==> config.mk <==
export PLATFORM = sky130hd
export DESIGN_NAME = rotary_encoder_button_decoder_unit
export DESIGN_NICKNAME = d
export VERILOG_FILES = /design/src/rebd_pkg.sv /design/src/rotary_encoder_button_decoder_unit.sv
export SDC_FILE = /design/constraint.sdc
export NUM_CORES = 1
export LEC_CHECK = 0
export BUFFER_PORTS_ARGS = -buffer_cell sky130_fd_sc_hd__buf_2
export CAP_MARGIN = 5
export CORE_ASPECT_RATIO = 1.1
export CORE_MARGIN = 1
export CORE_UTILIZATION = 56
export DETAILED_ROUTE_END_ITERATION = 16
export PLACE_DENSITY_LB_ADDON = 0.05
export SLEW_MARGIN = 20
export SYNTH_ARGS = -nofsm -noshare
export SYNTH_HDL_FRONTEND = slang
export SYNTH_SLANG_ARGS = --single-unit
==> constraint.sdc <==
create_clock -name clk_i -period 3.9 [get_ports clk_i]
set_clock_uncertainty 0.1 [all_clocks]
set_input_delay 1.17 -clock clk_i [delete_from_list [all_inputs] [get_ports clk_i]]
set_output_delay 1.17 -clock clk_i [all_outputs]
set_load 0.02 [all_outputs]
==> src/rebd_pkg.sv <==
// Shared types, constants and the full-step phase table of the rotary encoder decoder.
`default_nettype none

package rebd_pkg;

  localparam int unsigned HistoryLen = 16;
  localparam int unsigned CfgWidth   = 16;
  localparam int unsigned TimerWidth = 16;

  localparam logic [CfgWidth-1:0] ShortPressReset = 16'd200;
  localparam logic [CfgWidth-1:0] LongPressReset  = 16'd50000;
  localparam logic [CfgWidth-1:0] TimerLimitReset = 16'd65000;

  typedef enum logic [1:0] {
    CFG_SHORT_PRESS = 2'd0,
    CFG_LONG_PRESS  = 2'd1,
    CFG_TIMER_LIMIT = 2'd2
  } cfg_idx_e;

  typedef enum logic [1:0] {
    TURN_NONE = 2'd0,
    TURN_CW   = 2'd1,
    TURN_CCW  = 2'd2
  } turn_dir_e;

  typedef enum logic [1:0] {
    PRESS_NONE  = 2'd0,
    PRESS_SHORT = 2'd1,
    PRESS_LONG  = 2'd2
  } press_event_e;

  typedef enum logic [2:0] {
    ST_REST     = 3'd0,
    ST_CW_LAST  = 3'd1,
    ST_CW_FIRST = 3'd2,
    ST_CW_MID   = 3'd3,
    ST_CC_FIRST = 3'd4,
    ST_CC_LAST  = 3'd5,
    ST_CC_MID   = 3'd6
  } phase_state_e;

  typedef struct packed {
    turn_dir_e    turn;
    phase_state_e next;
  } step_t;

  typedef struct packed {
    turn_dir_e    turn_dir;
    press_event_e press_event;
    logic         turn_while_held;
  } result_t;

  function automatic step_t step_lookup(input phase_state_e state, input logic [1:0] phases);
    step_t s;
    s.turn = TURN_NONE;
    s.next = ST_REST;
    unique case (state)
      ST_CW_LAST: begin
        case (phases)
          2'd0:    s.next = ST_CW_MID;
          2'd1:    s.next = ST_REST;
          2'd2:    s.next = ST_CW_LAST;
          default: begin
            s.next = ST_REST;
            s.turn = TURN_CW;
          end
        endcase
      end
      ST_CW_FIRST: begin
        case (phases)
          2'd0:    s.next = ST_CW_MID;
          2'd1:    s.next = ST_CW_FIRST;
          default: s.next = ST_REST;
        endcase
      end
      ST_CW_MID: begin
        case (phases)
          2'd0:    s.next = ST_CW_MID;
          2'd1:    s.next = ST_CW_FIRST;
          2'd2:    s.next = ST_CW_LAST;
          default: s.next = ST_REST;
        endcase
      end
      ST_CC_FIRST: begin
        case (phases)
          2'd0:    s.next = ST_CC_MID;
          2'd2:    s.next = ST_CC_FIRST;
          default: s.next = ST_REST;
        endcase
      end
      ST_CC_LAST: begin
        case (phases)
          2'd0:    s.next = ST_CC_MID;
          2'd1:    s.next = ST_CC_LAST;
          2'd2:    s.next = ST_REST;
          default: begin
            s.next = ST_REST;
            s.turn = TURN_CCW;
          end
        endcase
      end
      ST_CC_MID: begin
        case (phases)
          2'd0:    s.next = ST_CC_MID;
          2'd1:    s.next = ST_CC_LAST;
          2'd2:    s.next = ST_CC_FIRST;
          default: s.next = ST_REST;
        endcase
      end
      default: begin
        // rest row; the unused state code behaves as rest
        case (phases)
          2'd1:    s.next = ST_CW_FIRST;
          2'd2:    s.next = ST_CC_FIRST;
          default: s.next = ST_REST;
        endcase
      end
    endcase
    return s;
  endfunction

endpackage

`default_nettype wire

==> src/rotary_encoder_button_decoder_unit.sv <==
// Top level of the rotary encoder and push-button decoder.
`default_nettype none

// Rotary encoder and push-button decoder. Each item is one sample of the two
// quadrature pins (phase_levels_i, bit 0 phase one) and the raw active-low
// button pin (switch_level_i), and gives exactly one result item: a clockwise
// or counter-clockwise step, a short or long press reported on release, and a
// flag when the knob turns while the button is held (which cancels the press).
// The button counts as pressed after sixteen consecutive pressed samples.
// Throughput is one item per clock cycle while the skid entry is free, and the
// result is registered. The whole update is one pass of logic from the input
// pins into the state and result registers, and a second result register
// behind the output keeps in_ready_o high while one result waits on out_ready_i.
// The user must write the registers (short press, long press, timer limit)
// through the cfg port only while the block is idle; the block does not enforce it.
module rotary_encoder_button_decoder_unit (
  input  wire logic                          clk_i,
  input  wire logic                          rst_ni,
  input  wire logic                          cfg_valid_i,
  output logic                               cfg_ready_o,
  input  wire logic [1:0]                    cfg_index_i,
  input  wire logic [rebd_pkg::CfgWidth-1:0] cfg_data_i,
  input  wire logic                          in_valid_i,
  output logic                               in_ready_o,
  input  wire logic [1:0]                    phase_levels_i,
  input  wire logic                          switch_level_i,
  output logic                               out_valid_o,
  input  wire logic                          out_ready_i,
  output logic [1:0]                         turn_dir_o,
  output logic [1:0]                         press_event_o,
  output logic                               turn_while_held_o
);
  import rebd_pkg::*;

  // configuration registers
  logic [CfgWidth-1:0] short_press_q, long_press_q, timer_limit_q;

  // decoder state
  phase_state_e            phase_state_q, phase_state_d;
  logic [HistoryLen-1:0]   history_q, history_d;
  logic                    debounced_q, debounced_d;
  logic [TimerWidth-1:0]   timer_q, timer_d;

  // output stage: result register plus a skid entry behind it
  logic    out_valid_q, skid_valid_q;
  result_t out_q, skid_q, result;

  logic  in_accept, out_free;
  logic  held;
  step_t step;

  assign cfg_ready_o = 1'b1;

  always_ff @(posedge clk_i or negedge rst_ni) begin
    if (!rst_ni) begin
      short_press_q <= ShortPressReset;
      long_press_q  <= LongPressReset;
      timer_limit_q <= TimerLimitReset;
    end else if (cfg_valid_i) begin
      // indexes beyond the list are dropped
      case (cfg_idx_e'(cfg_index_i))
        CFG_SHORT_PRESS: short_press_q <= cfg_data_i;
        CFG_LONG_PRESS:  long_press_q  <= cfg_data_i;
        CFG_TIMER_LIMIT: timer_limit_q <= cfg_data_i;
        default: ;
      endcase
    end
  end

  // One pass over the item: shift in the button sample, walk the phase
  // table, then resolve press edges, turns while held and the timer.
  always_comb begin
    history_d     = {history_q[HistoryLen-2:0], ~switch_level_i};
    held          = &history_d;
    step          = step_lookup(phase_state_q, phase_levels_i);
    phase_state_d = step.next;
    debounced_d   = debounced_q;
    timer_d       = timer_q;

    result.turn_dir        = step.turn;
    result.press_event     = PRESS_NONE;
    result.turn_while_held = 1'b0;

    if (held != debounced_q) begin
      debounced_d = held;
      if (held) begin
        // press edge: start timing, any step is reported without the flag
        timer_d = TimerWidth'(1);
      end else begin
        // release edge: long test first, a press event replaces the step
        if (timer_q > long_press_q) begin
          result.press_event = PRESS_LONG;
          result.turn_dir    = TURN_NONE;
        end else if (timer_q > short_press_q) begin
          result.press_event = PRESS_SHORT;
          result.turn_dir    = TURN_NONE;
        end
        timer_d = '0;
      end
    end else if (held) begin
      if (step.turn != TURN_NONE) begin
        // turn while held: flag it and cancel the pending press
        result.turn_while_held = 1'b1;
        timer_d                = '0;
      end else if (timer_q != '0 && timer_q < timer_limit_q) begin
        timer_d = timer_q + TimerWidth'(1);
      end
    end
  end

  // Hold new items off only while the skid entry is occupied.
  assign in_ready_o = ~skid_valid_q;
  assign in_accept  = in_valid_i & in_ready_o;
  assign out_free   = ~out_valid_q | out_ready_i;

  always_ff @(posedge clk_i or negedge rst_ni) begin
    if (!rst_ni) begin
      phase_state_q <= ST_REST;
      history_q     <= '0;
      debounced_q   <= 1'b0;
      timer_q       <= '0;
      out_valid_q   <= 1'b0;
      skid_valid_q  <= 1'b0;
    end else begin
      if (in_accept) begin
        phase_state_q <= phase_state_d;
        history_q     <= history_d;
        debounced_q   <= debounced_d;
        timer_q       <= timer_d;
      end
      if (out_free) begin
        // advance: skid first, else the fresh result
        out_valid_q  <= skid_valid_q | in_accept;
        skid_valid_q <= 1'b0;
      end else if (in_accept) begin
        skid_valid_q <= 1'b1;
      end
    end
  end

  always_ff @(posedge clk_i) begin
    if (out_free) begin
      if (skid_valid_q) begin
        out_q <= skid_q;
      end else if (in_accept) begin
        out_q <= result;
      end
    end else if (in_accept) begin
      skid_q <= result;
    end
  end

  assign out_valid_o       = out_valid_q;
  assign turn_dir_o        = out_q.turn_dir;
  assign press_event_o     = out_q.press_event;
  assign turn_while_held_o = out_q.turn_while_held;

  // A press event always replaces the step.
  a_press_clears_turn: assert property (@(posedge clk_i) disable iff (!rst_ni)
    out_valid_q && out_q.press_event != PRESS_NONE |-> out_q.turn_dir == TURN_NONE)
    else $error("press event reported together with a step");

  // The held-turn flag comes only with a step.
  a_flag_needs_turn: assert property (@(posedge clk_i) disable iff (!rst_ni)
    out_valid_q && out_q.turn_while_held |-> out_q.turn_dir != TURN_NONE)
    else $error("turn_while_held without a step");

  // The skid entry is only filled behind a waiting result.
  a_skid_behind_out: assert property (@(posedge clk_i) disable iff (!rst_ni)
    skid_valid_q |-> out_valid_q)
    else $error("skid entry valid with empty output register");

  // A running timer implies the button is debounced as pressed.
  a_timer_only_held: assert property (@(posedge clk_i) disable iff (!rst_ni)
    timer_q != '0 |-> debounced_q)
    else $error("press timer running while released");

  // A stalled result is held until taken.
  a_out_held: assert property (@(posedge clk_i) disable iff (!rst_ni)
    out_valid_q && !out_ready_i |=> out_valid_q && $stable(out_q))
    else $error("stalled result changed");

endmodule

`default_nettype wire
### After elaboration in Yosys (flattened, before gate mapping)

Cells that the tools add are included.

* input port bits: 26
* register bits after elaboration: 95
* word-level logic and storage cells: 82
* output and inout port bits: 8

* reduce and logical (&&, ||, !) cells: 18
* eq/ne operators: 11
* bitwise gates (word level): 7
* $lt $le $gt $ge: 3
* muxes and demuxes: 27
* add/sub/neg operators: 1

Operators by type and width (count)
* $mux 16: 4
* $gt 16x16->1: 2
* $pmux 3 s2: 3
* $pmux 3 s6: 1
* $add 16x1->16 const B: 1
* $lt 16x16->1: 1
* $mux 4: 4
* $reduce_and 16->1: 1
* $reduce_bool 16->1: 1
* $pmux 2 s2: 3
* $reduce_and 2->1: 6
* $mux 5: 2
* $eq 3x3->1 const B: 3
* $pmux 3 s3: 1
* $reduce_bool 2->1: 4
* $mux 1: 7
* $eq 3x2->1 const B: 2
* $pmux 2 s3: 1
* $eq 2x1->1 const B: 2
* $eq 2x2->1 const B: 2
* $logic_not 2->1: 2
* $not 1->1: 4
* $eq 3x1->1 const B: 1
* $reduce_and 3->1: 1
* 7 further kinds: 8

### Logic depth before layout (Yosys ltp)

* depth after elaboration: 10
* mapped depth: 9

### Worst setup path before layout

OpenSTA, ideal clock, no wires.

* path kind: input -> register
* start: input switch_level_i
* end: register timer_q[13]
* setup time: 78 ps
* cell stages on the path: 9
* data required time: 3722 ps
* setup slack: 295 ps
* arrival time: 3427 ps
* path through: nand4b_1 > or4_1 > ha_1 > nor2_1 > o2111ai_2 > a221oi_4 > nand3_4 > or4_1 > a21oi_1

* cells in the longest elaborated chain, start to end: 5
* elaborated cells on any way between the ends: 7
* classes of those cells: 1 x eq/ne; 1 x mux; 1 x bitwise; 4 x reduce/logical

Ends and longest elaborated chain
* from (decl): line rotary_encoder_button_decoder_unit.sv:26 `input wire logic switch_level_i,`
* $not 1->1 (*): line rotary_encoder_button_decoder_unit.sv:73 `history_d = {history_q[HistoryLen-2:0], ~switch_level_i};`
* $reduce_and 16->1 (*): line rotary_encoder_button_decoder_unit.sv:74 `held = &history_d;`
* $ne 1x1->1: line rotary_encoder_button_decoder_unit.sv:84 `if (held != debounced_q) begin`
* $reduce_bool 3->1 (no source line) or $reduce_bool 2->1 (tied branches)
* $reduce_and 3->1 (no source line)
* to (signal assigned): line rotary_encoder_button_decoder_unit.sv:129 `timer_q <= timer_d;`
* to (decl): line rotary_encoder_button_decoder_unit.sv:42 `logic [TimerWidth-1:0] timer_q, timer_d;`

Mark *: on every way between the ends. The rest lies on a longest branch, timed or not.
A chain may end at the register's enable or synchronous reset.

### Worst setup path in the final report

* start: input switch_level_i
* end: register timer_q[7]

Same word-level chain as after synthesis.

==> metrics.md <==
| Metric | Value |
|---|---|
| Critical path class | in -> reg |
| Combinational share of power | approximately 18% |
| Status | finished, final reports clean |
| Clock sinks | 95 |
| Drt total wl | 10800 um |
| Register area share after synthesis | 46.6% |
| Place WS | between 0.1 and 0.15 ns |
| Min Tclk post-route | 3.38 ns |
| Share of cells above drive strength 1 | 20.1% |
| First-pass GRT wire length | between 15000 and 20000 um |
| Area growth syn-to-layout | 9.47% |
| Final period util | 86.7% |
| Number of I/O port buffers | 32 |
| RSZ-0062 raised after global routing | no |
| Clk buf depth | 2 |
| Worst EP required | between 4 and 5 ns |
| Cts bufs inserted | 9 |
| Worst Hold Class | reg -> reg |
| Final setup margin | slightly above 0.5 ns |
| Via Count | roughly 3.8k |
| Clk_lat worst skew | approximately 0.36 ns |
| Commonest cells after routing, fill and taps aside | 83 x nand2_1, 65 x dfrtp_1, 54 x inv_1, 50 x ha_1, 35 x mux2_2 |
| Largest net degree at the start of global routing | 86 |
| DRC | 0 |
| Commonest non-fill, non-tap cell in the layout | nand2_1 |
| Crit start category | input port |
| DIE AREA | 0.00978 mm^2 |
| Worst EP arrival | 3.57 ns |
| Cell count after synthesis | 524 |
| Worst-Margin Slew | around 0.95 ns |
| Core area | approximately 0.0090 mm^2 |
| Reg power frac | 53.4% |
| Switching pwr | 689 uW |
| Placed insts | 659 |
| Post-CTS Hold Fix Bufs | 0 |
| CTS tree | built |
| Ys flop type | dfrtp_1 |
| Slew Limit Fails | 0 |
| Aggregate global routing overflow | 0 |
| Fmax | 296 MHz |
| Power Total | 2.42 mW |
| Number of global-route vias before repair | 3915 |
| Peak supply drop | 0.000262 V |
| Yosys cell types | 56 |
| Wire per inst | 16.0 um |
| Starting density of the core | between 50 and 60% |
| Final non-filler cell total | 675 |
| Initial antenna violation count | 0 |
| DIE HEIGHT | 104 um |
| Drt pass-1 iters | 4 |
| Global Route Usage Sum | 24.4% |
| Mapped Nets | 600 |
| Power share of the clock group | 28.6% |
| Site row count | 36 |
| Setup TNS | 0 ns |
| Post-DP HPWL | around 7900 um |
| Synth Warn # | 0 |
| Starting DRT DRC Count | 137 |
| CTS H-Tree Depth | 3 |
| Worst slew margin | 36.2% |
| Post-synth ARST share | 89.5% |
| Fin. Hold Viols | 0 |
| Root Driver | clkbuf_8 |
| Avg Cell Area, Syn | 10.0 um^2 |
| Reg clk slew, reported paths | 0.09 ns |
| Internal power | around 1.7 mW |
| Critical path fanouts, max | 4 |
| Net Sw Frac | between 20% and 30% |
| # diodes | 0 |
| PostCTS Resize Cnt | 0 |
| Post-synth EDFFs | 10 |
| DRT antenna net count | 0 |
| Count of nets after finishing | 632 |
| Cell leakage power | 2.76 nW |
| CP endpoint kind | flip-flop |
| Synthesized area | between 0.005 and 0.006 mm^2 |
| Max-Cap Viols | 0 |
| Final RePlAce weighted congestion | 0.783 |
| Synth Register Bits | 95 |
| Vias per cell | 5.66 |
| Post-CTS Setup Inserts | 0 |
| Die X | 94.4 um |
| PD cells | between 400 and 500 mW/mm^2 |
| Final setup vio count | 0 |
| # IOs | 34 |
[cell families (layout without fill, tap and decap cells)]
group / Yosys count / in the layout / synth area share, %
mux: 38 / 38 / 8.06
other cells: 1 / 1 / 0.0713
flops: 95 / 95 / 46.6
fa+ha+maj: 50 / 50 / 11.9
buf+inv: 70 / 107 / 5.09
simple gates: 178 / 178 / 16.7
compound gates: 86 / 86 / 10.6
xor+xnor: 6 / 6 / 0.999
[through the flow]
stage | hold slack [ns] | util (%) | instance area (um^2)
floorplan | 0.346 | - | 5260
global route | 0.430 | 63.9 | 5760
global placement | 0.361 | 61.5 | 5540
CTS | 0.410 | 63.9 | 5750
finish | 0.400 | 63.9 | 5760
detailed placement | 0.385 | 61.5 | 5540
[layout make-up]
cell class	count	area, um^2
fillers	768	3250
multi-input cells	359	2540
flip-flops and latches	95	2450
repair buffers	37	204
inverters	54	203
clock buffers	14	174
well taps	114	143
clock inverters	2	37.5
[critical path, cell delays in order]
cell and delay, ns:
buf_2 0.10, nand4b_1 0.15, or4_1 0.56, ha_1 0.23
nor2_1 0.11, o2111ai_2 0.15, a221oi_4 0.30, nand3_1 0.19
or4_1 0.44, a21oi_1 0.16
[routing by layer]
metal  GRT usage, %  up-vias  routed length [um]
met5              0        -                   0
li1               -     1900                   -
met2           41.2       44                5470
met3           2.94       18                 208
met1           31.2     1856                4900
met4           10.3        0                 226
[registers in the layout, indices dropped and copies added (netlist names), 2 cells and up]
signal	count
short_press_q	16
press_event_o	2
phase_state_q	3
skid_q	5
history_q	15
turn_dir_o	2
timer_q	16
long_press_q	16
timer_limit_q	16
[power by group through the flow]
stage	clock network (mW)	registers (mW)	logic, mW
floorplan	0	1.26	0.346
global placement	0	1.30	0.416
detailed placement	0	1.31	0.439
CTS	0.706	1.29	0.442
global route	0.753	1.31	0.499
finish	0.691	1.29	0.434
[path summary, 6_finish.rpt]
path / startpoint / end / slack [ns] / cells past startpoint
worst max-delay path: switch_level_i / timer_q[7]$_DFFE_PN0P_ / 0.52 / 10
worst min-delay path: debounced_q$_DFFE_PN0P_ / debounced_q$_DFFE_PN0P_ / 0.40 / 2
worst max register to register: long_press_q[14]$_DFFE_PN1P_ / turn_dir_o[0]$_DFFE_PP_ / 1.06 / 8
worst min register to register: debounced_q$_DFFE_PN0P_ / debounced_q$_DFFE_PN0P_ / 0.40 / 2
max in group asynchronous: rst_ni / skid_valid_q$_DFFE_PN0P_ / 2.43 / 1
min in group asynchronous: rst_ni / timer_limit_q[4]$_DFFE_PN0P_ / 0.77 / 1
[Yosys cell counts (3+ instances only)]
cell type	count	share of area, %
a211oi_1	4	0.57
ha_1	50	12
nor4_1	3	0.36
clkbuf_1	13	0.93
or4_1	6	0.86
nand4_1	20	2.4
inv_1	54	3.9
dfrtp_1	65	31
mux2i_1	3	0.57
nor2_1	22	1.6
o21ai_0	30	2.9
mux2_2	35	7.5
or3_1	5	0.59
xor2_1	4	0.67
nor3_1	7	0.67
and2_1	3	0.36
a21oi_1	24	2.3
nor2b_1	4	0.48
edfxtp_1	10	5.7
nand2_1	83	5.9
a21o_1	3	0.43
nand3_1	8	0.76
dfstp_2	20	10
and3_1	6	0.71
o31ai_1	4	0.57
Power figures use the tool's default switching activity.
